File: src/design/mesh_text_frame_encoder_core_defines.svh
// Assertion macros shared by the frame encoder modules.
// MTFE_ASSERT is gated by the reset; MTFE_ASSERT_NR also holds during reset.
`ifndef MESH_TEXT_FRAME_ENCODER_CORE_DEFINES_SVH
`define MESH_TEXT_FRAME_ENCODER_CORE_DEFINES_SVH

`ifndef ASSERT_OFF
`define MTFE_ASSERT(lbl, clk, rst_n, prop, msg) \
  lbl: assert property (@(posedge clk) disable iff (!rst_n) (prop)) else $error(msg);
`define MTFE_ASSERT_NR(lbl, clk, prop, msg) \
  lbl: assert property (@(posedge clk) (prop)) else $error(msg);
`else
`define MTFE_ASSERT(lbl, clk, rst_n, prop, msg)
`define MTFE_ASSERT_NR(lbl, clk, prop, msg)
`endif

`endif

File: src/design/mtfe_pkg.sv
`timescale 1ns / 1ps
`default_nettype none

package mtfe_pkg;

  // depth of the command queue between front and back
  localparam int CmdDepth = 2;

  // longest payload a start may ask for
  localparam int unsigned MaxPayloadLen = 200;

  typedef enum logic [1:0] {
    ST_OK      = 2'd0,
    ST_LEN     = 2'd1,
    ST_NOFRAME = 2'd2
  } status_e;

  typedef enum logic [1:0] {
    CMD_ERR  = 2'd0,
    CMD_HDR  = 2'd1,
    CMD_DATA = 2'd2
  } cmd_kind_e;

  // one classified input item
  typedef struct packed {
    cmd_kind_e  kind;
    status_e    stat;   // error code for CMD_ERR
    logic [7:0] value;  // length for CMD_HDR, payload byte for CMD_DATA
    logic       trl;    // trailer follows this command
  } cmd_t;

  typedef enum logic [3:0] {
    S_IDLE,
    S_HEAD,
    S_LEN_VI,
    S_DEST_TAG,
    S_DEST_VI,
    S_NODE_TAG,
    S_NODE_VI,
    S_PKT_TAG,
    S_PKT_VI,
    S_HOP_TAG,
    S_HOP_VAL
  } back_state_e;

endpackage

`default_nettype wire

File: src/design/mtfe_front.sv
`timescale 1ns / 1ps
`default_nettype none

module mtfe_front import mtfe_pkg::*; #(
  parameter int unsigned MaxPayload = MaxPayloadLen
) (
  input  wire logic       clk_i,
  input  wire logic       rst_ni,
  input  wire logic       accept_i,
  input  wire logic       req_type_i,
  input  wire logic [7:0] frame_length_i,
  input  wire logic [7:0] data_byte_i,
  output cmd_t            cmd_o,
  output logic            cmd_push_o
);

  localparam logic [7:0] MaxLen = 8'(MaxPayload);

  logic       frame_open_q, frame_open_d;
  logic [7:0] bytes_left_q, bytes_left_d;

  // classify the item and track the open frame
  always_comb begin
    frame_open_d = frame_open_q;
    bytes_left_d = bytes_left_q;
    cmd_o.kind   = CMD_ERR;
    cmd_o.stat   = ST_OK;
    cmd_o.value  = '0;
    cmd_o.trl    = 1'b0;
    if (!req_type_i) begin
      if (frame_length_i > MaxLen) begin
        cmd_o.stat = ST_LEN;
      end else begin
        cmd_o.kind   = CMD_HDR;
        cmd_o.value  = frame_length_i;
        cmd_o.trl    = (frame_length_i == 8'd0);
        frame_open_d = (frame_length_i != 8'd0);
        bytes_left_d = frame_length_i;
      end
    end else if (!frame_open_q || bytes_left_q == 8'd0) begin
      cmd_o.stat = ST_NOFRAME;
    end else begin
      cmd_o.kind   = CMD_DATA;
      cmd_o.value  = data_byte_i;
      cmd_o.trl    = (bytes_left_q == 8'd1);
      bytes_left_d = bytes_left_q - 8'd1;
      frame_open_d = (bytes_left_q != 8'd1);
    end
  end

  assign cmd_push_o = accept_i;

  always_ff @(posedge clk_i or negedge rst_ni) begin
    if (!rst_ni) begin
      frame_open_q <= 1'b0;
      bytes_left_q <= 8'd0;
    end else if (accept_i) begin
      frame_open_q <= frame_open_d;
      bytes_left_q <= bytes_left_d;
    end
  end

endmodule

`default_nettype wire

File: src/design/mtfe_cmdq.sv
`timescale 1ns / 1ps
`default_nettype none

`include "mesh_text_frame_encoder_core_defines.svh"

module mtfe_cmdq import mtfe_pkg::*; (
  input  wire logic clk_i,
  input  wire logic rst_ni,
  input  wire logic push_i,
  input  wire cmd_t cmd_i,
  output logic      full_o,
  input  wire logic pop_i,
  output logic      valid_o,
  output cmd_t      cmd_o
);

  localparam int PtrW = (CmdDepth > 1) ? $clog2(CmdDepth) : 1;
  localparam int CntW = $clog2(CmdDepth + 1);

  cmd_t            slots_q [CmdDepth];
  logic [PtrW-1:0] wr_ptr_q, rd_ptr_q;
  logic [CntW-1:0] count_q;
  logic            wr_en, rd_en;

  assign full_o  = (count_q == CntW'(CmdDepth));
  assign valid_o = (count_q != '0);
  assign cmd_o   = slots_q[rd_ptr_q];
  assign wr_en   = push_i && !full_o;
  assign rd_en   = pop_i && valid_o;

  function automatic logic [PtrW-1:0] ptr_inc(input logic [PtrW-1:0] p);
    ptr_inc = (p == PtrW'(CmdDepth - 1)) ? '0 : p + PtrW'(1);
  endfunction

  always_ff @(posedge clk_i) begin
    if (wr_en) begin
      slots_q[wr_ptr_q] <= cmd_i;
    end
  end

  // pointers and fill level
  always_ff @(posedge clk_i or negedge rst_ni) begin
    if (!rst_ni) begin
      wr_ptr_q <= '0;
      rd_ptr_q <= '0;
      count_q  <= '0;
    end else begin
      if (wr_en) begin
        wr_ptr_q <= ptr_inc(wr_ptr_q);
      end
      if (rd_en) begin
        rd_ptr_q <= ptr_inc(rd_ptr_q);
      end
      if (wr_en && !rd_en) begin
        count_q <= count_q + CntW'(1);
      end else if (rd_en && !wr_en) begin
        count_q <= count_q - CntW'(1);
      end
    end
  end

  `MTFE_ASSERT(a_no_push_full, clk_i, rst_ni, !(push_i && full_o), "push into full queue")
  `MTFE_ASSERT(a_no_pop_empty, clk_i, rst_ni, !(pop_i && !valid_o), "pop from empty queue")
  `MTFE_ASSERT(a_count_range, clk_i, rst_ni, count_q <= CntW'(CmdDepth), "queue count overflow")

endmodule

`default_nettype wire

File: src/design/mtfe_back.sv
`timescale 1ns / 1ps
`default_nettype none

`include "mesh_text_frame_encoder_core_defines.svh"

module mtfe_back import mtfe_pkg::*; (
  input  wire logic        clk_i,
  input  wire logic        rst_ni,
  input  wire logic        cfg_we_i,
  input  wire logic [31:0] cfg_wdata_i,
  input  wire logic        cmd_valid_i,
  input  wire cmd_t        cmd_i,
  output logic             cmd_pop_o,
  input  wire logic        pop_i,
  output logic             empty_o,
  output logic [7:0]       out_byte_o,
  output logic             end_of_frame_o,
  output logic [1:0]       status_o
);

  localparam logic [7:0]  HeaderByte    = 8'h33;
  localparam logic [7:0]  TagVersion    = 8'h08;
  localparam logic [7:0]  VersionVal    = 8'h01;
  localparam logic [7:0]  TagPayload    = 8'h12;
  localparam logic [7:0]  TagDest       = 8'h20;
  localparam logic [7:0]  TagNode       = 8'h28;
  localparam logic [7:0]  TagPkt        = 8'h30;
  localparam logic [7:0]  TagHop        = 8'h58;
  localparam logic [7:0]  HopCount      = 8'h03;
  localparam logic [31:0] BroadcastDest = 32'hFFFF_FFFF;

  back_state_e st_q, st_d;
  logic [1:0]  hdr_idx_q, hdr_idx_d;
  logic [31:0] vi_q, vi_d;
  logic        trl_q, trl_d;
  logic [31:0] pkt_q, pkt_d;
  logic [31:0] node_id_q;

  logic        out_valid_q;
  logic [7:0]  out_byte_q;
  logic        out_eof_q;
  status_e     out_stat_q;

  logic        adv, emit, emit_eof, vi_more, trl_last;
  logic [7:0]  emit_byte;
  status_e     emit_stat;

  // output slot frees when empty or being taken this cycle
  assign adv      = !out_valid_q || pop_i;
  assign vi_more  = |vi_q[31:7];
  assign trl_last = emit && (st_q == S_HOP_VAL);

  // byte produced this cycle
  always_comb begin
    emit      = 1'b0;
    emit_byte = '0;
    emit_eof  = 1'b0;
    emit_stat = ST_OK;
    cmd_pop_o = 1'b0;
    unique case (st_q) inside
      S_IDLE: begin
        if (cmd_valid_i) begin
          emit      = adv;
          cmd_pop_o = adv;
          case (cmd_i.kind)
            CMD_ERR: begin
              emit_eof  = 1'b1;
              emit_stat = cmd_i.stat;
            end
            CMD_HDR:  emit_byte = HeaderByte;
            CMD_DATA: emit_byte = cmd_i.value;
            default:  emit_byte = '0;
          endcase
        end
      end
      S_HEAD: begin
        emit = adv;
        case (hdr_idx_q)
          2'd1:    emit_byte = TagVersion;
          2'd2:    emit_byte = VersionVal;
          default: emit_byte = TagPayload;
        endcase
      end
      S_LEN_VI, S_DEST_VI, S_NODE_VI, S_PKT_VI: begin
        emit      = adv;
        emit_byte = {vi_more, vi_q[6:0]};
      end
      S_DEST_TAG: begin
        emit      = adv;
        emit_byte = TagDest;
      end
      S_NODE_TAG: begin
        emit      = adv;
        emit_byte = TagNode;
      end
      S_PKT_TAG: begin
        emit      = adv;
        emit_byte = TagPkt;
      end
      S_HOP_TAG: begin
        emit      = adv;
        emit_byte = TagHop;
      end
      S_HOP_VAL: begin
        emit      = adv;
        emit_byte = HopCount;
        emit_eof  = 1'b1;
      end
      default: emit = 1'b0;
    endcase
  end

  // sequencer next state
  always_comb begin
    st_d      = st_q;
    hdr_idx_d = hdr_idx_q;
    vi_d      = vi_q;
    trl_d     = trl_q;
    pkt_d     = pkt_q;
    if (emit) begin
      unique case (st_q)
        S_IDLE: begin
          case (cmd_i.kind)
            CMD_HDR: begin
              st_d      = S_HEAD;
              hdr_idx_d = 2'd1;
              trl_d     = cmd_i.trl;
              vi_d      = {24'd0, cmd_i.value};
            end
            CMD_DATA: begin
              if (cmd_i.trl) begin
                st_d = S_DEST_TAG;
              end
            end
            default: st_d = S_IDLE;
          endcase
        end
        S_HEAD: begin
          hdr_idx_d = hdr_idx_q + 2'd1;
          if (hdr_idx_q == 2'd3) begin
            st_d = S_LEN_VI;
          end
        end
        S_LEN_VI: begin
          vi_d = vi_q >> 7;
          if (!vi_more) begin
            st_d = trl_q ? S_DEST_TAG : S_IDLE;
          end
        end
        S_DEST_TAG: begin
          vi_d = BroadcastDest;
          st_d = S_DEST_VI;
        end
        S_DEST_VI: begin
          vi_d = vi_q >> 7;
          if (!vi_more) begin
            st_d = S_NODE_TAG;
          end
        end
        S_NODE_TAG: begin
          vi_d = node_id_q;
          st_d = S_NODE_VI;
        end
        S_NODE_VI: begin
          vi_d = vi_q >> 7;
          if (!vi_more) begin
            st_d = S_PKT_TAG;
          end
        end
        S_PKT_TAG: begin
          vi_d = pkt_q;
          st_d = S_PKT_VI;
        end
        S_PKT_VI: begin
          vi_d = vi_q >> 7;
          if (!vi_more) begin
            st_d = S_HOP_TAG;
          end
        end
        S_HOP_TAG: st_d = S_HOP_VAL;
        S_HOP_VAL: begin
          pkt_d = pkt_q + 32'd1;
          st_d  = S_IDLE;
        end
        default: st_d = S_IDLE;
      endcase
    end
  end

  always_ff @(posedge clk_i or negedge rst_ni) begin
    if (!rst_ni) begin
      st_q      <= S_IDLE;
      pkt_q     <= '0;
      node_id_q <= '0;
    end else begin
      st_q  <= st_d;
      pkt_q <= pkt_d;
      if (cfg_we_i) begin
        node_id_q <= cfg_wdata_i;
      end
    end
  end

  always_ff @(posedge clk_i) begin
    hdr_idx_q <= hdr_idx_d;
    vi_q      <= vi_d;
    trl_q     <= trl_d;
  end

  // output register
  always_ff @(posedge clk_i or negedge rst_ni) begin
    if (!rst_ni) begin
      out_valid_q <= 1'b0;
    end else if (adv) begin
      out_valid_q <= emit;
    end
  end

  always_ff @(posedge clk_i) begin
    if (emit) begin
      out_byte_q <= emit_byte;
      out_eof_q  <= emit_eof;
      out_stat_q <= emit_stat;
    end
  end

  assign empty_o        = !out_valid_q;
  assign out_byte_o     = out_byte_q;
  assign end_of_frame_o = out_eof_q;
  assign status_o       = out_stat_q;

  `MTFE_ASSERT(a_pkt_inc, clk_i, rst_ni, trl_last |=> (pkt_q == $past(pkt_q) + 32'd1), "pkt id stuck")
  `MTFE_ASSERT(a_err_idle, clk_i, rst_ni, (emit && emit_stat != ST_OK) |-> (st_q == S_IDLE), "err in frame")
  `MTFE_ASSERT(a_pop_idle, clk_i, rst_ni, cmd_pop_o |-> (st_q == S_IDLE && cmd_valid_i), "cmd taken busy")

endmodule

`default_nettype wire

File: src/design/mesh_text_frame_encoder_core.sv
// Channel   Handshake              Beat
// --------  ---------------------  -----------------------------------------
// input     push / full            req_type_i, frame_length_i, data_byte_i
// result    empty / pop            out_byte_o, end_of_frame_o, status_o
// config    cfg_we_i               cfg_wdata_i (node id)
//
// The byte sequencer emits one result per cycle while its output is free:
// a payload byte or an error is one result, a start 5 to 6 bytes, a
// trailer 12 to 20 bytes. A two-entry command queue lets the classifier
// take items meanwhile, so unstalled payload bytes flow at one per cycle.
// Reset clears the frame state, the packet id and the node id at once.
// A stalled result holds the output register; the sequencer then waits.
`timescale 1ns / 1ps
`default_nettype none

module mesh_text_frame_encoder_core import mtfe_pkg::*; #(
  parameter int unsigned MaxPayload = MaxPayloadLen
) (
  input  wire logic        clk_i,
  input  wire logic        rst_ni,
  input  wire logic        cfg_we_i,
  input  wire logic [31:0] cfg_wdata_i,
  input  wire logic        push,
  output logic             full,
  input  wire logic        req_type_i,
  input  wire logic [7:0]  frame_length_i,
  input  wire logic [7:0]  data_byte_i,
  output logic             empty,
  input  wire logic        pop,
  output logic [7:0]       out_byte_o,
  output logic             end_of_frame_o,
  output logic [1:0]       status_o
);

  cmd_t front_cmd, q_cmd;
  logic front_push, q_full, q_valid, q_pop, accept;

  assign full   = q_full;
  assign accept = push && !q_full;

  mtfe_front #(
    .MaxPayload (MaxPayload)
  ) u_front (
    .clk_i          (clk_i),
    .rst_ni         (rst_ni),
    .accept_i       (accept),
    .req_type_i     (req_type_i),
    .frame_length_i (frame_length_i),
    .data_byte_i    (data_byte_i),
    .cmd_o          (front_cmd),
    .cmd_push_o     (front_push)
  );

  mtfe_cmdq u_cmdq (
    .clk_i   (clk_i),
    .rst_ni  (rst_ni),
    .push_i  (front_push),
    .cmd_i   (front_cmd),
    .full_o  (q_full),
    .pop_i   (q_pop),
    .valid_o (q_valid),
    .cmd_o   (q_cmd)
  );

  mtfe_back u_back (
    .clk_i          (clk_i),
    .rst_ni         (rst_ni),
    .cfg_we_i       (cfg_we_i),
    .cfg_wdata_i    (cfg_wdata_i),
    .cmd_valid_i    (q_valid),
    .cmd_i          (q_cmd),
    .cmd_pop_o      (q_pop),
    .pop_i          (pop),
    .empty_o        (empty),
    .out_byte_o     (out_byte_o),
    .end_of_frame_o (end_of_frame_o),
    .status_o       (status_o)
  );

endmodule

`default_nettype wire
File: config.mk
export PLATFORM = sky130hd
export DESIGN_NAME = mesh_text_frame_encoder_core
export DESIGN_NICKNAME = d
export VERILOG_FILES = /design/src/design/mtfe_pkg.sv /design/src/design/mtfe_front.sv /design/src/design/mtfe_cmdq.sv /design/src/design/mtfe_back.sv /design/src/design/mesh_text_frame_encoder_core.sv
export VERILOG_INCLUDE_DIRS = /design/src /design/src/design
export SDC_FILE = /design/constraint.sdc
export NUM_CORES = 1
export LEC_CHECK = 0
export BUFFER_PORTS_ARGS = -buffer_cell sky130_fd_sc_hd__buf_2
export CORE_MARGIN = 1.5
export CORE_UTILIZATION = 37
export DETAILED_ROUTE_END_ITERATION = 6
export RECOVER_POWER = 100
export SLEW_MARGIN = 15
export SYNTH_ARGS = -nofsm -noshare
export SYNTH_HDL_FRONTEND = slang
export SYNTH_SLANG_ARGS = --single-unit
File: constraint.sdc
create_clock -name clk_i -period 4.2 [get_ports clk_i]
set_input_delay 0.42 -clock clk_i [delete_from_list [all_inputs] [get_ports clk_i]]
set_output_delay 0.42 -clock clk_i [all_outputs]
set_load 0.005 [all_outputs]
==> results of run 1 <==
-- synth_stat cells, types with 13 or more instances --
library cell  number
a21o_1            19
a21oi_1           42
clkbuf_1          19
dfrtp_1           82
edfxtp_1          72
inv_1             17
mux2_2            39
mux2i_1           13
nand2_1           70
nand3_1           20
nand4_1           13
nor2_1            37
nor3_1            15
o21ai_0           57
xnor2_1           27
-- sequential cells by signal, summed over array words and instances (netlist names) --
| register | cells |
|---|---|
| u_back.end_of_frame_o | 1 |
| u_back.st_q | 4 |
| u_cmdq.slots_q | 26 |
| u_back.out_valid_q | 1 |
| u_back.out_byte_o | 8 |
| u_back.node_id_q | 32 |
| u_back.trl_q | 1 |
| u_cmdq.rd_ptr_q | 1 |
| u_back.pkt_q | 32 |
| u_cmdq.wr_ptr_q | 1 |
| u_front.frame_open_q | 1 |
| u_back.hdr_idx_q | 2 |
| u_cmdq.count_q | 2 |
| u_back.status_o | 2 |
| u_front.bytes_left_q | 8 |
| u_back.vi_q | 32 |
-- how the worst min path moves through the flow --
stage / startpoint / endpoint / slack, ns / cells past startpoint
2_1_floorplan: rst_ni / u_back.node_id_q[0] / 0.12 / 0
3_3_place_gp: u_back.pkt_q[31] / u_back.pkt_q[31] / 0.46 / 1
3_5_place_dp: u_back.pkt_q[31] / u_back.pkt_q[31] / 0.47 / 1
4_1_cts: rst_ni / u_back.pkt_q[27] / 0.05 / 1
5_1_grt: cfg_wdata_i[27] / u_back.node_id_q[27] / 0.20 / 2
6_report: cfg_wdata_i[7] / u_back.node_id_q[7] / 0.22 / 2
-- power by group through the flow --
stage	clock (W)	sequential, W	combinational, W
after CTS	0.00169	0.00246	0.00183
after global routing	0.00175	0.00253	0.00198
after global placement	0	0.00249	0.00182
after floorplan	0	0.00231	0.00140
final	0.00165	0.00247	0.00178
after detailed placement	0	0.00249	0.00182
-- logic make-up (layout without fill, tap and decap cells) --
logic type | after synthesis | count (layout) | share of synthesized area
AO/OA/AOI/OAI | 173 | 173 | 0.146
XOR/XNOR | 37 | 37 | 0.0426
adder cells (fa/ha/maj) | 12 | 12 | 0.0197
buffers and inverters | 53 | 124 | 0.0281
flip-flops | 154 | 154 | 0.554
multiplexers | 53 | 53 | 0.0768
AND/OR/NAND/NOR | 200 | 200 | 0.132
-- routing by layer --
metal	GRT usage	up-vias	routed length, um
met5	0	-	0
met2	0.248	175	7890
met3	0.0450	21	1000
met1	0.269	2739	9250
met4	0.0576	0	291
li1	-	2632	-
-- metrics by stage --
stage	hold slack, ns	total power (W)
6_report	0.221	0.00591
5_1_grt	0.199	0.00626
4_1_cts	0.0484	0.00598
3_5_place_dp	0.467	0.00431
3_3_place_gp	0.463	0.00430
2_1_floorplan	0.124	0.00371
-- area by class of cell --
type,instances,area (sq um),share of cell area
well taps,270,338,0.0386
flip-flops and latches,154,4210,0.481
inverters,18,67.6,0.00772
repair buffers,74,363,0.0414
clock inverters,14,203,0.0232
clock buffers,18,429,0.0490
multi-input cells,475,3140,0.359
==> results_dict.tcl, run 1 <==
set metrics [dict create \
    status "complete, but fails checks" \
    violations "max-capacitance violations, max-slew violations" \
    setup_violations 0 \
    dp.cells 991 \
    clk_pin_slew_ns 0.07 \
    final_cell_mix "82 x dfrtp_1, 72 x edfxtp_1, 70 x nand2_1" \
    layout.nets 806 \
    n_fill_cell 1994 \
    fin_skew_ns 0.00784 \
    die_area_sq_um 21400 \
    first_pass_iters 5 \
    die_h_um 146 \
    die_w_um 146 \
    cts_made_buffers 17 \
    cts_max_level 4 \
    layout_commonest_cell "dfrtp_1" \
    path_delay_family "buffers and inverters" \
    power_frac_clock 0.280 \
    cp_num_cells 6 \
    wirelength_um 18400 \
    endpoint "u_back.vi_q[15]" \
    via_per_inst 5.44 \
    yosys-top-cells-area "edfxtp_1 28%, dfrtp_1 27%, mux2_2 5.8%, o21ai_0 3.8%, nand2_1 3.5%" \
    start_kind "register" \
    finalCriticalPeriod_ns 2.98 \
    r2r-start "u_back.st_q[2]" \
    fin_crit_sh 0.710 \
    tightest_slew_ns 2.86 \
    place_area_sq_um 8190 \
    path_cells "inv_1 -> nor2_1 -> clkbuf_1 -> nand2_1 -> a21oi_1 -> a21o_1" \
    synth_top_flop_cell "dfrtp_1" \
    ys_ff_latch 154 \
    clk_latency_ns 0.43 \
    maxSlewHeadroom -0.910 \
    grt_first_pass_wirelength_um 29400 \
    cp-end-kind "register" \
    postSynthAreaPerCell_sq_um 11.2 \
    crit_path_top_delay_cell "dfrtp_1" \
    area_growth_pct 15.1 \
    startpoint "u_back.st_q[2]" \
    arrival_ns 3.28 \
    critPathBufInv 2 \
    drive_above_1_share 0.185 \
    grt_setup_unrepaired "no" \
    cts_buffer_depth 2 \
    stdcell_count 1023 \
    p_leak_nw 3.63 \
    pwr-share-comb 0.302 \
    routedWlPerCell_um 18.0 \
    utilization 0.434 \
    dpl.hpwl_um 12700 \
    place_congestion 0.847 \
    synthCells 682 \
    vdd.ir_drop.worst_mv 0.374 \
    swShare 0.360 \
    async_reset_ff_frac 0.532 \
    r2r_setup_slack_ns 1.22 \
    gr-total-overflow 0 \
    internal_power_w 0.00378 \
    p_switching_w 0.00213 \
    synth_cell_types 66 \
    cts_tree "yes" \
    fin_area_sq_um 8750 \
    ant_nets 0 \
    antenna_found_initial 0 \
    num_vias 5567 \
    cts_resized 0 \
    clock_sinks 154 \
    ios 67 \
    synth_edf_count 72 \
    io_buffers 66 \
    synth_area_sq_um 7600 \
    hold_buffers 0 \
    n_antenna_cell 0 \
    finalMaxSlewViolations 80 \
    grt_max_degree 47 \
    synth_top_area_share 0.284 \
    cp_slowest_stage_delay_ns 0.81 \
    cts-root-buf "clkbuf_16" \
    max-cap-violations 2 \
    hold_class "input port to register" \
    worst-path-max-fanout 21 \
    drt-initial-drc-count 397 \
    reg2regPathDepth 6 \
    timing.rr.end "u_back.vi_q[15]" \
    core_area_sq_um 20200 \
    path_class "register to register" \
    pre_cts_slack_ns 1.59 \
    cts_setup_buffers 0 \
    rows 52 \
    grt_use_total 0.178 \
    start_util 0.377 \
    drc 0 \
    seq_power_share 0.419 \
    synth_warnings 0 \
    yosysTopAreaCell "edfxtp_1" \
    syn_nets 748 \
    setup-tns-final_ns 0 \
    fin_ws_ns 1.22 \
    grt_pass1_vias 5254 \
    synth_seq_area_share 0.554 \
    power_density_nw_per_um2 675 \
    finalHoldViolCount 0 \
    fmax_mhz 335 \
    required_ns 4.50 \
]
(Power assumes the default switching activity.)
==> run 2, diff against run 1 <==
--- a/config.mk
+++ b/config.mk
@@ -6,6 +6,7 @@
 export SDC_FILE = /design/constraint.sdc
 export NUM_CORES = 1
 export LEC_CHECK = 0
+export ABC_AREA = 1
 export BUFFER_PORTS_ARGS = -buffer_cell sky130_fd_sc_hd__buf_2
 export CORE_MARGIN = 1.5
 export CORE_UTILIZATION = 37
==> constraint.sdc (replaced) <==
create_clock -name clk_i -period 2.7 [get_ports clk_i]
set_input_delay 0.27 -clock clk_i [delete_from_list [all_inputs] [get_ports clk_i]]
set_output_delay 0.27 -clock clk_i [all_outputs]
set_load 0.005 [all_outputs]
==> run 2 against run 1 <==
Compared with the run above: the run ends with max-capacitance violations left; worst setup slack got worse by 0.91 ns; global-route usage rose by 0.33 points; core utilization rose by 0.056 points; synthesized area rose by 5.1%; non-clock buffer count rose by 4; die area rose by 5.0%; critical path depth rose by 2; sequential cell count did not move; sequential share of layout area fell by 2.2 points; critical path type unchanged; worst hold slack got worse by 0.18 ns; critical endpoint is now u_back.vi_q[10]; register-to-register slack got worse by 0.91 ns.
==> results_dict.tcl, run 2 <==
set metrics [dict create \
    top_regs "u_back.node_id_q (32), u_back.pkt_q (32), u_back.vi_q (32)" \
    p_leak_nw 4.11 \
    grt_pass1_vias 6128 \
    synthMuxAreaShare 0.0111 \
    swShare 0.365 \
    clock_sinks 154 \
    die_w_um 150 \
    fin_area_sq_um 9170 \
    synth_top_flop_cell "dfrtp_1" \
    register_area_sq_um 4210 \
    yosysTopAreaCell "edfxtp_1" \
    dpl.hpwl_um 14200 \
    crit_path_top_delay_cell "clkbuf_1" \
    stdcell_count 1320 \
    synth_edf_count 72 \
    wirelength_um 19300 \
    dp.cells 1287 \
    fmax_mhz 418 \
    synthCells 962 \
    fin_crit_sh 0.887 \
    rows 53 \
    start_kind "register" \
    gr-total-overflow 0 \
    n_antenna_cell 0 \
    syn_nets 1028 \
    synth_fa_ha_area_frac 0.0188 \
    wl_met2_um 8520 \
    synth_xor_area_frac 0.0175 \
    max-cap-violations 1 \
    cts-root-buf "clkbuf_16" \
    die_area_sq_um 22500 \
    io_buffers 66 \
    p_switching_w 0.00336 \
    synth-simple-area-share 0.266 \
    violations "max-capacitance violations" \
    ios 67 \
    ys_ff_latch 154 \
    ant_nets 0 \
    internal_power_w 0.00584 \
    path_delay_family "buffers and inverters" \
    hold_class "input port to register" \
    setup_violations 0 \
    power_density_nw_per_um2 1000 \
    start_util 0.379 \
    synth_seq_area_share 0.527 \
    first_pass_iters 5 \
    synth_top_family_by_area "simple AND/OR/NAND/NOR gates" \
    power_frac_clock 0.268 \
    tightest_slew_ns 1.49 \
    drc 0 \
    finalCriticalPeriod_ns 2.39 \
    num_vias 6477 \
    layout.nets 1098 \
    via_per_inst 4.91 \
    yosys-top-cells-area "edfxtp_1 27%, dfrtp_1 26%, nand2_1 16%, inv_1 4.8%, o21ai_0 4.1%" \
    grt_use_total 0.181 \
    die_h_um 150 \
    cts_buffer_depth 2 \
    grt_setup_unrepaired "no" \
    setup-tns-final_ns 0 \
    synth_cell_types 41 \
    layout_commonest_cell "nand2_1" \
    fin_skew_ns 0.00970 \
    worst-path-max-fanout 18 \
    postSynthAreaPerCell_sq_um 8.31 \
    drt-initial-drc-count 493 \
    path_class "register to register" \
    core_area_sq_um 21100 \
    synth_compound_area_frac 0.0897 \
    antenna_found_initial 0 \
    grt_max_degree 58 \
    area_growth_pct 14.7 \
    routed.top_layer "met4" \
    cp_slowest_stage_delay_ns 0.60 \
    clk_latency_ns 0.43 \
    status "complete, but fails checks" \
    finalMaxSlewViolations 0 \
    arrival_ns 2.54 \
    cts_resized 0 \
    finalHoldViolCount 0 \
    drive_above_1_share 0.116 \
    clk_pin_slew_ns 0.06 \
    async_reset_ff_frac 0.532 \
    utilization 0.435 \
    final_cell_mix "335 x nand2_1, 104 x inv_1, 84 x nor2_1" \
    place_congestion 0.904 \
    grt_first_pass_wirelength_um 31300 \
    maxSlewHeadroom 0.00849 \
    cp-end-kind "register" \
    cts_tree "yes" \
    seq_power_share 0.412 \
    synth_area_sq_um 7990 \
    synth_top_area_share 0.271 \
    finalPower_w 0.00920 \
    wl_met3_um 894 \
    multiInputGateArea_sq_um 3200 \
    cts_max_level 4 \
    required_ns 2.84 \
    synthTopCellsByCount "331 x nand2_1, 103 x inv_1, 82 x dfrtp_1, 80 x nor2_1, 72 x edfxtp_1" \
    critPathBufInv 3 \
    vdd.ir_drop.worst_mv 0.564 \
    met1Wirelength_um 9470 \
    pwr-share-comb 0.320 \
    cts_made_buffers 17 \
    path_cells "inv_1 -> nand2_1 -> inv_1 -> nand2_2 -> clkbuf_1 -> o21ai_0 -> a21oi_1 -> o21ai_0" \
    place_area_sq_um 8610 \
    n_fill_cell 2141 \
    routedWlPerCell_um 14.6 \
    synth_warnings 0 \
    synth_most_common_cell "nand2_1" \
]
==> run 2: cell types whose count changed after synthesis, moves of 13 or more <==
cell     change
nand2_1    +261
inv_1       +86
nor2_1      +43
mux2_2      -32
nand3_1     +28
a21o_1      -19
xnor2_1     -19
a21oi_1     -13
==> run 2: timing repair <==
item | in CTS | in global routing
buffers inserted | 0 | 0
endpoints found under the setup margin | 0 | 0
hold buffers | 1 | 0
endpoints found under the hold margin | 55 | 0
==> run 2: kinds of logic after synthesis <==
logic type,after synthesis
adder cells (fa/ha/maj),12
multiplexers,8
AND/OR/NAND/NOR,509
buffers and inverters,136
XOR/XNOR,16
AO/OA/AOI/OAI,127
flip-flops,154
==> run 2: final cells by class <==
type	count	share of cell area
multi-input cells	672	0.349
inverters	109	0.0446
well taps	275	0.0375
clock buffers	20	0.0522
flip-flops and latches	154	0.460
clock inverters	12	0.0147
repair buffers	78	0.0425
==> run 2: path summary, 6_finish.rpt <==
kind	startpoint	slack (ns)	end	cells past startpoint
worst min register to register	u_front.frame_open_q	0.47	u_front.frame_open_q	2
max in group asynchronous	rst_ni	0.56	u_back.pkt_q[0]	3
worst min-delay path	cfg_wdata_i[19]	0.04	u_back.node_id_q[19]	3
worst max register to register	u_back.st_q[3]	0.31	u_back.vi_q[10]	8
worst max-delay path	u_back.st_q[3]	0.31	u_back.vi_q[10]	8
min in group asynchronous	rst_ni	0.74	u_front.frame_open_q	2
==> run 2: per-stage QoR <==
| stage | hold slack [ns] | setup WS [ns] |
|---|---|---|
| floorplan | -0.0256 | 0.124 |
| global placement | 0.396 | 0.440 |
| detailed placement | 0.403 | 0.429 |
| CTS | 0.0250 | 0.416 |
| global route | 0.0378 | 0.142 |
| finish | 0.0393 | 0.306 |
==> run 2: routing by layer <==
| layer | GRT usage | vias up |
|---|---|---|
| met5 | 0 | - |
| met4 | 0.0701 | 0 |
| met3 | 0.0317 | 26 |
| met2 | 0.275 | 166 |
| met1 | 0.257 | 3017 |
| li1 | - | 3268 |
==> run 2: power groups by stage <==
stage | Combinational [W] | Sequential, W | Clock [W]
global placement | 0.00300 | 0.00384 | 0
detailed placement | 0.00305 | 0.00383 | 0
floorplan | 0.00220 | 0.00374 | 0
finish | 0.00295 | 0.00380 | 0.00246
CTS | 0.00307 | 0.00380 | 0.00250
global route | 0.00336 | 0.00387 | 0.00260
==> run 2: tightest hold or removal path, stage by stage <==
cell	delay, ns
buf_2	0.07
nand2_1	0.03
o21ai_0	0.05
